==> src/polp_pkg.sv <==
// shared types, codes and width helpers for the point onto line projector
package polp_pkg;

   typedef logic [1:0] kind_type;
   typedef logic [1:0] csr_index_type;

   localparam kind_type KIND_GENERAL    = 2'd0;
   localparam kind_type KIND_HORIZONTAL = 2'd1;

   localparam csr_index_type REG_GRADIENT  = 2'd0;
   localparam csr_index_type REG_INTERCEPT = 2'd1;
   localparam csr_index_type REG_KIND      = 2'd2;

   typedef struct packed {
      logic vertical;
      logic bypass;
   } mode_type;

   // signed width of the two general-case numerators before scaling
   function automatic int sum_bits(int coord_bits, int frac_bits);
      return ((coord_bits > frac_bits) ? 2 * coord_bits : coord_bits + frac_bits) + 2;
   endfunction

   // numerator magnitude, scaled by 2^(frac+1) for the round bit
   function automatic int num_bits(int coord_bits, int frac_bits);
      return sum_bits(coord_bits, frac_bits) + frac_bits + 1;
   endfunction

   function automatic int den_bits(int coord_bits, int frac_bits);
      return ((coord_bits > frac_bits) ? 2 * coord_bits : 2 * frac_bits) + 1;
   endfunction

   // quotient bits kept; anything larger saturates
   function automatic int quo_bits(int coord_bits);
      return coord_bits + 2;
   endfunction

endpackage

==> src/polp_back.sv <==
// back pipeline: rounding, foot point, clamping and line case select (3 stages)
module polp_back #(
   parameter int COORD_BITS = 32,
   parameter int QUO_BITS   = 34
) (
   input  logic                         clock,
   input  logic                         reset,
   input  logic                         in_valid,
   output logic                         in_ready,
   input  logic [QUO_BITS-1:0]          quo_x,
   input  logic [QUO_BITS-1:0]          quo_t,
   input  logic                         over_x,
   input  logic                         over_t,
   input  logic                         neg_x,
   input  logic                         neg_t,
   input  logic signed [COORD_BITS-1:0] px,
   input  logic signed [COORD_BITS-1:0] py,
   input  logic signed [COORD_BITS-1:0] b,
   input  polp_pkg::mode_type           mode,
   output logic                         out_valid,
   input  logic                         out_ready,
   output logic signed [COORD_BITS-1:0] foot_x,
   output logic signed [COORD_BITS-1:0] foot_y,
   output logic signed [COORD_BITS-1:0] position_on_line,
   output logic                         saturated
);
   import polp_pkg::*;

   localparam int EW = COORD_BITS + 4;
   localparam logic signed [EW-1:0] MAXV = (EW'(1) <<< (COORD_BITS - 1)) - EW'(1);
   localparam logic signed [EW-1:0] MINV = -MAXV - EW'(1);

   logic [2:0] v_ff;
   logic [2:0] adv;

   assign adv[2]    = !v_ff[2] || out_ready;
   assign adv[1]    = !v_ff[1] || adv[2];
   assign adv[0]    = !v_ff[0] || adv[1];
   assign in_ready  = adv[0];
   assign out_valid = v_ff[2];

   always_ff @(posedge clock) begin
      if (reset) begin
         v_ff <= '0;
      end else begin
         if (adv[0]) v_ff[0] <= in_valid;
         if (adv[1]) v_ff[1] <= v_ff[0];
         if (adv[2]) v_ff[2] <= v_ff[1];
      end
   end

   // stage a: drop the round bit, ties go away from zero
   logic [QUO_BITS:0]            sumx, sumt;
   logic [QUO_BITS-1:0]          qmx_ff, qmt_ff, qmx_in, qmt_in;
   logic                         nxa_ff, nta_ff;
   logic signed [COORD_BITS-1:0] pxa_ff, pya_ff, ba_ff;
   mode_type                     modea_ff;

   always_comb begin
      sumx   = {1'b0, quo_x} + (QUO_BITS+1)'(1);
      sumt   = {1'b0, quo_t} + (QUO_BITS+1)'(1);
      qmx_in = over_x ? (QUO_BITS'(1) << (QUO_BITS - 1)) : sumx[QUO_BITS:1];
      qmt_in = over_t ? (QUO_BITS'(1) << (QUO_BITS - 1)) : sumt[QUO_BITS:1];
   end

   always_ff @(posedge clock) begin
      if (adv[0]) begin
         qmx_ff   <= qmx_in;
         qmt_ff   <= qmt_in;
         nxa_ff   <= neg_x;
         nta_ff   <= neg_t;
         pxa_ff   <= px;
         pya_ff   <= py;
         ba_ff    <= b;
         modea_ff <= mode;
      end
   end

   // stage b: signed foot coordinates at full width
   logic signed [EW-1:0]         qx_ext, qt_ext, fxb_in, fyb_in, fxb_ff, fyb_ff;
   logic signed [COORD_BITS-1:0] pxb_ff, pyb_ff, bb_ff;
   mode_type                     modeb_ff;

   always_comb begin
      qx_ext = EW'(qmx_ff);
      qt_ext = EW'(qmt_ff);
      fxb_in = nxa_ff ? -qx_ext : qx_ext;
      fyb_in = nta_ff ? EW'(pya_ff) - qt_ext : EW'(pya_ff) + qt_ext;
   end

   always_ff @(posedge clock) begin
      if (adv[1]) begin
         fxb_ff   <= fxb_in;
         fyb_ff   <= fyb_in;
         pxb_ff   <= pxa_ff;
         pyb_ff   <= pya_ff;
         bb_ff    <= ba_ff;
         modeb_ff <= modea_ff;
      end
   end

   // stage c: clamp and pick the line case
   logic signed [COORD_BITS-1:0] cx, cy;
   logic                         sx, sy;
   logic signed [COORD_BITS-1:0] fx_in, fy_in, pos_in, fx_ff, fy_ff, pos_ff;
   logic                         sat_in, sat_ff;

   always_comb begin
      sx = 1'b0;
      sy = 1'b0;
      cx = fxb_ff[COORD_BITS-1:0];
      cy = fyb_ff[COORD_BITS-1:0];
      if (fxb_ff > MAXV) begin
         cx = MAXV[COORD_BITS-1:0];
         sx = 1'b1;
      end else if (fxb_ff < MINV) begin
         cx = MINV[COORD_BITS-1:0];
         sx = 1'b1;
      end
      if (fyb_ff > MAXV) begin
         cy = MAXV[COORD_BITS-1:0];
         sy = 1'b1;
      end else if (fyb_ff < MINV) begin
         cy = MINV[COORD_BITS-1:0];
         sy = 1'b1;
      end
      priority if (modeb_ff.vertical) begin
         fx_in  = bb_ff;
         fy_in  = pyb_ff;
         pos_in = pyb_ff;
         sat_in = 1'b0;
      end else if (modeb_ff.bypass) begin
         fx_in  = pxb_ff;
         fy_in  = bb_ff;
         pos_in = pxb_ff;
         sat_in = 1'b0;
      end else begin
         fx_in  = cx;
         fy_in  = cy;
         pos_in = cx;
         sat_in = sx || sy;
      end
   end

   always_ff @(posedge clock) begin
      if (adv[2]) begin
         fx_ff  <= fx_in;
         fy_ff  <= fy_in;
         pos_ff <= pos_in;
         sat_ff <= sat_in;
      end
   end

   assign foot_x           = fx_ff;
   assign foot_y           = fy_ff;
   assign position_on_line = pos_ff;
   assign saturated        = sat_ff;

endmodule

==> config.mk <==
export PLATFORM = sky130hd
export DESIGN_NAME = polp_back
export DESIGN_NICKNAME = d
export VERILOG_FILES = /design/src/polp_pkg.sv /design/src/polp_back.sv
export SDC_FILE = /design/constraint.sdc
export NUM_CORES = 1
export LEC_CHECK = 0
export BUFFER_PORTS_ARGS = -buffer_cell sky130_fd_sc_hd__buf_2
export CAP_MARGIN = 20
export CORE_ASPECT_RATIO = 0.8
export CORE_UTILIZATION = 53
export CTS_CLUSTER_SIZE = 40
export DETAILED_ROUTE_END_ITERATION = 7
export PLACE_DENSITY = 0.8
export SYNTH_ARGS = -nofsm -noshare
export SYNTH_HDL_FRONTEND = slang
export SYNTH_SLANG_ARGS = --single-unit
==> constraint.sdc <==
create_clock -name clock -period 8.8 [get_ports clock]
set_clock_uncertainty 0.1 [all_clocks]
set_input_delay 1.76 -clock clock [delete_from_list [all_inputs] [get_ports clock]]
set_output_delay 1.76 -clock clock [all_outputs]
set_load 0.005 [all_outputs]
=== Yosys cells after proc, flatten, opt, wreduce, memory -nomap -nowiden ===
Index checks and enable logic that the tools add are counted.

* Logic and storage cells: 56
* Flip-flop bits (word level): 438
* Input bits: 174
* Output and inout port bits: 99

* Reductions and logical operators: 8
* Order comparisons: 4
* Mux-type cells: 15
* $add $sub $neg: 5

{| class="wikitable"
|+ Operator list
! cell !! number
|-
| 32-bit 2-to-1 mux || 9
|-
| 36-bit by 32-bit > comparator with 1-bit output, second input constant || 2
|-
| 36-bit by 32-bit less-than comparator with 1-bit output, second input constant || 2
|-
| 34-bit by 1-bit adder with 35-bit output, second input constant || 2
|-
| 32-bit by 35-bit adder with 36-bit output || 1
|-
| 36-bit 2-to-1 mux || 1
|-
| 34-bit negator with 36-bit output || 1
|-
| 32-bit by 35-bit subtractor with 36-bit output || 1
|-
| 34-bit 2-to-1 mux || 1
|-
| 1-bit logical OR || 4
|-
| 1-bit 2-to-1 mux || 4
|-
| 1-bit zero test || 3
|-
| 2-bit OR reduction || 1
|}

=== Depth between registers and ports, before layout ===
Gate-level depths: netlist of the first run.

* Depth after elaboration: 5
* Mapped depth: 18
* Depth with buffers taken out: 17

=== Least setup slack after synthesis of the first run ===
OpenSTA, ideal clock, no wires.

* Path type: input to output
* From: input out_ready
* To: output in_ready
* Path slack: 1.389 ns
* Data arrival time: 5.551 ns
* Buffers on the path: 0
* Required time: 6.940 ns
* Stages: 3
* Path through: nor2b_1 > and2_1 > nand2_1

* Cells in the longest elaborated chain, start to end: 3

{| class="wikitable"
|+ RTL lines
! item !! RTL line !! RTL
|-
| start: declaration || polp_back.sv:21 || <nowiki>input logic out_ready,</nowiki>
|-
| 1-bit logical OR || polp_back.sv:36 || <nowiki>assign adv[2] = !v_ff[2] || out_ready;</nowiki>
|-
| 1-bit logical OR || polp_back.sv:37 || <nowiki>assign adv[1] = !v_ff[1] || adv[2];</nowiki>
|-
| 1-bit logical OR || polp_back.sv:38 || <nowiki>assign adv[0] = !v_ff[0] || adv[1];</nowiki>
|-
| end: declaration || polp_back.sv:9 || <nowiki>output logic in_ready,</nowiki>
|}

No other way between the ends.

=== Worst setup path after layout of the first run ===
Ends and elaborated chain as after synthesis.

==> results summary, run 1 <==
The area share of fa/ha/maj cells after synthesis came out at 2.56%. The first global-routing pass estimated 71.4 mm of wire. The die area is 0.0382 mm^2.

By area the synthesized netlist is led by sky130_fd_sc_hd__edfxtp_1 (66%), sky130_fd_sc_hd__xnor2_1 (4.0%), sky130_fd_sc_hd__nand2_1 (3.7%). The post-route setup TNS came out at 0 ns. The dominant synthesized flop cell is sky130_fd_sc_hd__edfxtp_1. For this design the total switching power over the nets is 0.00123 W. The quantity of I/O buffers inserted on ports came out at 272. The hold violation count in the final report came out at 0. The sequential cell area fraction in the yosys report came out at 66.2%. The synthesized netlist net count came out at 1803.

The cell count after synthesis came out at 1589. Summing the areas of all xor and xnor instances in the mapped netlist gives 6.80% of the synthesized area. The number of buffers added for setup after CTS is 0.

The routing usage on met2 is 39.6%. The count of TritonRoute iterations in the first routing pass came out at 5. The number of antenna violations at the first check in global routing came out at 1. The internal power of the cells came out at 0.00369 W. The residual overflow from global routing came out at 0. The boundary pin count is 273. TritonCTS built the clock tree. The part of the power in combinational logic came out at 13.2%. Of the total power, the clock network draws 33.4%. The synthesized design contains 438 register bits.

The number of remaining DRC errors is 0. From synthesis to final layout, the design area changed by 15.4%. The number of pins exceeding their max-slew limit in the final report is 0.

The path type of the worst setup path is in2out. The mean post-synth cell area came out at 12.5 um^2. The die height came out at 175 um. The floorplan step set the die width to 218 um.

Of all cell types, the one taking the most synthesized area is sky130_fd_sc_hd__edfxtp_1. In this run the remaining antenna-violating nets after routing total 0. The average detailed-routed wire length per instance is 20.2 um. The number of cells on the worst reg-to-reg path is 13. OpenSTA, run right after detailed placement, puts the worst setup slack at 3.72 ns. The sequential fraction of design power is 53.4%.

The worst hold path belongs to the class reg2reg. The TritonCTS sink count came out at 438. The placed instance count is 2284. The biggest fanout along the worst timing path came out at 41. The most frequent standard cell in the layout excluding fill and tap cells is sky130_fd_sc_hd__edfxtp_1. The fraction of synthesis flops using an asynchronous set or reset pin came out at 0%. The via count came out at 13500. Detailed placement ended at an HPWL of 33.8 mm. The static leakage is 9.18 nW. The total detailed-routing wirelength came out at 47.8 mm. The fraction of the mapped netlist area in compound gates came out at 9.56%.

VDD sags by at most 195 uV. The minimum period implied by the final worst setup slack is 5.10 ns. In this run the core area contains 62 standard-cell rows. The total power divided by cell area came out at 215 mW/mm^2. The maximum level of the CTS H-tree came out at 2.

The actual transition at the worst max-transition pin came out at 0.961 ns. During synthesis, Yosys emitted a total of 0 warnings. The clock transition at the register clock pins on the worst setup and hold paths after CTS is 0.07 ns. The total routing resource utilization after global routing is 24.7%. The net count reported at finish came out at 2063.

The number of gates resized after cts came out at 0. Setup violations remaining at the end of the flow were counted as 0. The routing usage on met3 is 4.53%. The unique cell type count in the Yosys netlist is 54. The proportion of total power due to net switching is 25.1%. The required time at the worst-slack endpoint came out at 6.94 ns. The met1 track demand over resource in global routing came out at 33.8%. The total core area is 0.0364 mm^2. The run finished with clean final reports. The post-route worst setup slack is 3.70 ns. The number of stages on the worst hold path is 0.

Entering global routing, the biggest net connects 130 pins. The worst pin sits at a relative slew slack of 35.9%. At the end of the flow the core is filled with cells to 62.9%. The finished layout holds 2360 standard cells, fillers aside. Fill cells in the final layout number 2739. The total clock buffers created by CTS came out at 42.

The post-synthesis cell area came out at 0.0198 mm^2. The worst hold slack after final layout came out at 0.305 ns. The fraction of layout instances using a drive strength above 1 is 18.7%. The number of global-route vias before repair is 13000.

The share of the synthesized area in the top cell type came out at 65.9%. The critical path capture point type is a primary output. In the layout the commonest cells are sky130_fd_sc_hd__edfxtp_1 (435), sky130_fd_sc_hd__buf_2 (272), sky130_fd_sc_hd__nand2_1 (197), sky130_fd_sc_hd__a21oi_1 (131), sky130_fd_sc_hd__nor2_1 (122).

The via density per instance is 5.71. Setup repair after global routing left no endpoint under its margin. For the worst setup path, the data arrival time is 3.24 ns. In this run the deepest clock path goes through 3 buffers.

The max capacitance violation total came out at 0. The worst setup path is launched from a primary input. The post-route fraction of the period consumed by the critical path came out at 58.0%. The achievable frequency came out at 0.196 GHz. The clock latency on the worst-skew pair came out at 0.54 ns. The initial utilization of the core area, before any placement, comes to 54.5%. The placer congestion estimate is 0.888.

After synthesis, the largest family of logic cells by area is simple AND/OR/NAND/NOR gates. The layer with the highest usage is met2. The simple-gate area share of the yosys netlist came out at 12.5%. The count of hold-fix buffers inserted at cts came out at 0.

The synthesized design contains 435 enable-type register cells. The first routing iteration left 1407 violations. The root buffer cell is sky130_fd_sc_hd__clkbuf_16. The mux contribution to synthesized area is 0.0505%.
[final timing paths]
| kind | startpoint | end | slack [ns] |
|---|---|---|---|
| max | out_ready | in_ready | 3.70 |
| min | pxa_ff[1] | pxb_ff[1] | 0.31 |
| max reg2reg | qmt_ff[14] | fyb_ff[34] | 4.01 |
| min reg2reg | pxa_ff[1] | pxb_ff[1] | 0.31 |
[registers in the layout, indices dropped and copies added (netlist names), 2 cells and up]
signal	flops
foot_y	32
qmx_ff	34
ba_ff	32
fyb_ff	36
bb_ff	32
v_ff	3
fxb_ff	36
modea_ff	2
position_on_line	32
qmt_ff	34
pya_ff	32
pyb_ff	32
pxb_ff	32
pxa_ff	32
modeb_ff	2
foot_x	32
[kinds of logic (layout without fill, tap and decap cells)]
| kind of cell | after synthesis | count (layout) |
|---|---|---|
| and+or+nand+nor | 530 | 530 |
| AOI/OAI and AO/OA | 303 | 303 |
| DFF | 438 | 438 |
| other | 0 | 1 |
| adders and majority gates | 40 | 40 |
| muxes | 1 | 1 |
| xor gates and xnor gates | 154 | 154 |
| buffers and inverters | 123 | 413 |
[worst max-delay path, cell delays in order]
cell,delay [ns]
sky130_fd_sc_hd__buf_2,0.10
sky130_fd_sc_hd__nor2b_1,0.28
sky130_fd_sc_hd__and2_1,0.39
sky130_fd_sc_hd__nand2_4,0.37
sky130_fd_sc_hd__buf_2,0.28
[per-stage QoR]
stage	total power, W	area [um^2]
detailed placement	0.00331	21600
CTS	0.00494	22800
floorplan	0.00303	19800
global route	0.00510	22900
global placement	0.00329	21600
finish	0.00492	22900
[synth_stat cells (8+ instances only)]
library cell / number
sky130_fd_sc_hd__and3_1: 11
sky130_fd_sc_hd__xnor2_1: 91
sky130_fd_sc_hd__o21ai_0: 50
sky130_fd_sc_hd__xor2_1: 63
sky130_fd_sc_hd__inv_1: 57
sky130_fd_sc_hd__or3_1: 15
sky130_fd_sc_hd__o31ai_1: 40
sky130_fd_sc_hd__nand2_1: 198
sky130_fd_sc_hd__nor3_1: 24
sky130_fd_sc_hd__edfxtp_1: 435
sky130_fd_sc_hd__nand4_1: 21
sky130_fd_sc_hd__nand2b_1: 8
sky130_fd_sc_hd__nor2_1: 122
sky130_fd_sc_hd__ha_1: 39
sky130_fd_sc_hd__nor2b_1: 45
sky130_fd_sc_hd__nand3_1: 46
sky130_fd_sc_hd__clkbuf_1: 58
sky130_fd_sc_hd__a21oi_1: 131
sky130_fd_sc_hd__a211o_1: 31
sky130_fd_sc_hd__buf_1: 8
sky130_fd_sc_hd__or4_1: 10
[layer usage]
metal,wire length (um),vias up
li1,-,6337
met1,20300,6485
met2,22400,572
met3,3500,89
met4,1540,0
met5,0,-
[layout make-up]
cell class                 count  area, um^2  share of cell area, %
multi-input combinational   1028        6250                   27.3
timing repair buffer         282        1470                   6.42
clock inverter                19        93.8                  0.410
clock buffer                  55        1120                   4.90
inverter                      57         221                  0.968
antenna                        1        2.50                 0.0109
tap                          480         601                   2.63
sequential                   438       13100                   57.4
[power groups by stage]
stage / clock [W] / sequential (W) / combinational, W
2_1_floorplan: 0 / 0.00264 / 0.000393
3_3_place_gp: 0 / 0.00266 / 0.000625
3_5_place_dp: 0 / 0.00267 / 0.000636
4_1_cts: 0.00167 / 0.00263 / 0.000642
5_1_grt: 0.00175 / 0.00264 / 0.000714
6_report: 0.00164 / 0.00263 / 0.000648
Power figures use the tool's default switching activity.
==> inputs of run 2 (changes only) <==
Settings changed: CORE_UTILIZATION 53 to 52, PLACE_DENSITY 0.8 to 0.82.
Clock period 8.8 ns to 4.12 ns, I/O delays scaled along.
==> run 2 against run 1 <==
The flow now finishes with violations (DRC). Non-clock buffer count is 55 higher. Critical path depth increased by 7. Combinational power rose by 130%. Count of clock-buffer cells in the layout down 3. Wire length is 2.4% higher. First-iteration DRC count decreased by 0.85%. Cell count is 2.8% higher. Sequential cell count unchanged. Register-to-register slack lost 3.9 ns. Die area up 1.9%. Worst setup slack lost 3.6 ns. Sequential share of layout area down 1.9 points. Largest power group unchanged.
==> results summary, run 2 (synthesized netlist as in run 1, its figures left out) <==
Derived from the worst setup path, the maximum achievable clock frequency is 0.250 GHz. The clock latency on the worst-skew pair was 0.55 ns (about the same). The pin count of the biggest net entering global routing is 171 (+32%).

The part of the power in combinational logic came to 13.7% (+0.5 points). The average detailed-routed wire length per instance came out at 20.2 um (-0.35%). STA classifies the critical path endpoint as a flip-flop. The count of TritonRoute iterations in the first routing pass came out at 8 (+3).

The quantity of I/O buffers inserted on ports is 272 (unchanged). The number of fill cells in the layout came out at 2721 (-0.66%). The switching power summed over all nets was 0.00276 W (+120%). The static leakage is 9.56 nW (+4.2%).

The die area was 0.0389 mm^2 (+1.9%). The hold violation count in the final report was 0 (unchanged). The critical path in this run is classified as reg2reg.

The number of rows in the core area came out at 63 (+1.6%). The worst voltage drop across the vdd grid came out at 401 uV (+110%). The clock transition at the register clock pins on the worst setup and hold paths after CTS came out at 0.07 ns (about the same). In the final layout, the registers with the most flip-flops are fxb_ff x36, fyb_ff x36. The post-route fraction of the period consumed by the critical path is 97.2%. The kind of start point of the critical path is a flip-flop. The biggest fanout along the worst timing path came out at 8 (-80%). The die height is 177 um (+0.95%). In the layout the commonest cells are sky130_fd_sc_hd__edfxtp_1 (435), sky130_fd_sc_hd__buf_2 (272), sky130_fd_sc_hd__nand2_1 (197), sky130_fd_sc_hd__a21oi_1 (127), sky130_fd_sc_hd__nor2_1 (120). The total core area is 0.0373 mm^2 (+2.5%).

The proportion of total power due to net switching came out at 25.1% (+0.056 points). The met2 wire length is 23.0 mm (+2.5%). The checks that failed: DRC. The total power divided by cell area is 465 mW/mm^2 (+120%).

Setup repair after global routing could not meet its margin everywhere. The flow ran to the end, but the final reports show violations. The number of setup violations in the final report came out at 0 (unchanged).

The most frequent standard cell in the layout excluding fill and tap cells is sky130_fd_sc_hd__edfxtp_1. The required time at the worst-slack endpoint came out at 4.31 ns (-2.63 ns). The number of stages on the worst hold path came out at 0 (unchanged).

The highest routed metal layer is met5. The buffer and inverter count on the worst path came out at 0 (-2). The instance area at placement came out at 0.0221 mm^2 (+2.1%). The wire length of the first global-routing pass came out at 72.6 mm (+1.7%). The maximum level of the CTS H-tree was 2 (unchanged). The net count reported at finish came to 2119 (+2.7%).

Among all stages on the critical path, the largest delay is contributed by sky130_fd_sc_hd__a2111oi_2. The final antenna-violating net count was 0 (unchanged). The via density per instance is 5.67 (-0.80%). The fraction of layout instances using a drive strength above 1 was 22.8% (+4.1 points). The total detailed-routing wirelength came out at 48.9 mm (+2.4%). The highest cell delay on the worst timing path is 0.48 ns (+0.09 ns). The placer congestion estimate came out at 0.925 (+4.1%).

For the finished layout, the period the worst path requires is 4.00 ns. The arrival time at the worst endpoint is 4.19 ns (+0.95 ns). The residual overflow from global routing came out at 0 (unchanged). The boundary pin count is 273 (unchanged). The half-perimeter wire length after detailed placement came out at 34.9 mm (+3.2%). The effective utilization at floorplan is 53.2% (-1.3 points). The summed area of non-filler cells in the final layout was 0.0237 mm^2 (+3.4%). The horizontal die dimension is 220 um (+0.95%). The worst max-slew margin expressed relative to the limit came out at 28.9% (-7.1 points). The TritonCTS sink count came to 438 (unchanged). The sequential fraction of design power is 51.2% (-2.2 points). In this run the worst hold path is classified as reg2reg.

The number of antenna violations at the first check in global routing came out at 2 (+1). The detailed-routing wirelength on met1 was 20.6 mm (+1.3%). The deepest clock path buffer count came to 3 (unchanged). The number of pins exceeding their max-slew limit in the final report was 0 (unchanged). The critical path depth is 12 (+7). The cell sitting at the root of the clock tree is a sky130_fd_sc_hd__clkbuf_16. The total clock buffers created by CTS is 43 (+2.4%). The cell family contributing the most delay on the critical path is compound AO/OA/AOI/OAI gates. The number of remaining DRC errors came out at 19 (+19). The end-of-flow core utilization came out at 63.4% (+0.56 points). The internal power of the cells is 0.00823 W (+120%). TritonCTS built the clock tree. The number of global-route vias before repair is 13000 (-0.70%). The max capacitance violation total came out at 0 (unchanged). The total routing resource utilization after global routing is 24.8% (+0.15 points). The synthesis-to-finish area growth came out at 19.3%.

The length of routed met3 wiring came out at 3.89 mm (+11%). The cell count of the worst reg-to-reg path is 12 (-1). The actual transition at the worst max-transition pin is 1.07 ns (+0.106 ns). The via count is 13700 (+2.0%). The number of DRC markers after the initial detailed-route iteration is 1395 (-0.85%).

The power share of the clock group is 35.1% (+1.7 points). The signal on the critical path passes through or3_1 > or3_4 > o31ai_1 > xor2_1 > ha_1 > a21oi_1 > o21ai_0 > a2111oi_2 > nand3_1 > a31oi_2 > o31a_1 > xnor2_1.
## run 2: cell count changes in the layout (fill, tap and decap cells not counted), sizes merged
cell,previous run,this run
bufinv,0,4
clkinvlp,0,1
buf,282,337
clkinv,18,20
clkbuf,55,52
## run 2: path summary, 6_finish.rpt
check / startpoint / end / slack, ns
setup reg to reg: qmt_ff[9] / fyb_ff[32] / 0.12
hold / removal: ba_ff[22] / bb_ff[22] / 0.31
hold reg to reg: ba_ff[22] / bb_ff[22] / 0.31
setup / recovery: qmt_ff[9] / fyb_ff[32] / 0.12
## run 2: layer usage
metal,up-vias,track usage (%)
met2,568,39.4
li1,6464,-
met4,2,8.39
met3,93,4.71
met5,-,0
met1,6622,34.4
## run 2: power groups by stage
stage          clock [W]  sequential [W]  combinational, W
2_1_floorplan          0         0.00563          0.000839
3_3_place_gp           0         0.00571           0.00141
3_5_place_dp           0         0.00572           0.00143
4_1_cts          0.00391         0.00563           0.00146
5_1_grt          0.00409         0.00566           0.00165
6_report         0.00386         0.00563           0.00150
## run 2: layout make-up
class                   count  area, um^2  area share (%)
diodes                      1        2.50          0.0106
clock buffers              52        1110            4.69
clock inverters            26         258            1.09
inverters                  57         220           0.931
multi-input cells        1028        6410            27.1
flip-flops and latches    438       13100            55.5
well taps                 487         609            2.58
repair buffers            337        1920            8.11
## run 2: repair_timing
| item | 4_1_cts | 5_1_grt |
|---|---|---|
| hold buffers | 0 | 0 |
| setup endpoints to repair | 7 | 13 |
| setup buffers | 0 | 2 |
| pin swaps | 0 | 4 |
| cloned | 0 | 0 |
| resized for setup | 9 | 31 |
| hold endpoints to repair | 0 | 0 |
## run 2: through the flow
step | TNS, ns | power, W | cells | setup WS, ns | hold slack, ns
after floorplan | 0 | 0.00647 | 1589 | 0.0145 | 0.300
after global placement | -0.292 | 0.00712 | 2344 | -0.182 | 0.302
after detailed placement | -0.370 | 0.00715 | 2344 | -0.174 | 0.305
after CTS | 0 | 0.0110 | 2422 | 0.00258 | 0.305
after global routing | -0.0849 | 0.0114 | 2426 | -0.0409 | 0.318
final | 0 | 0.0110 | 2426 | 0.117 | 0.314
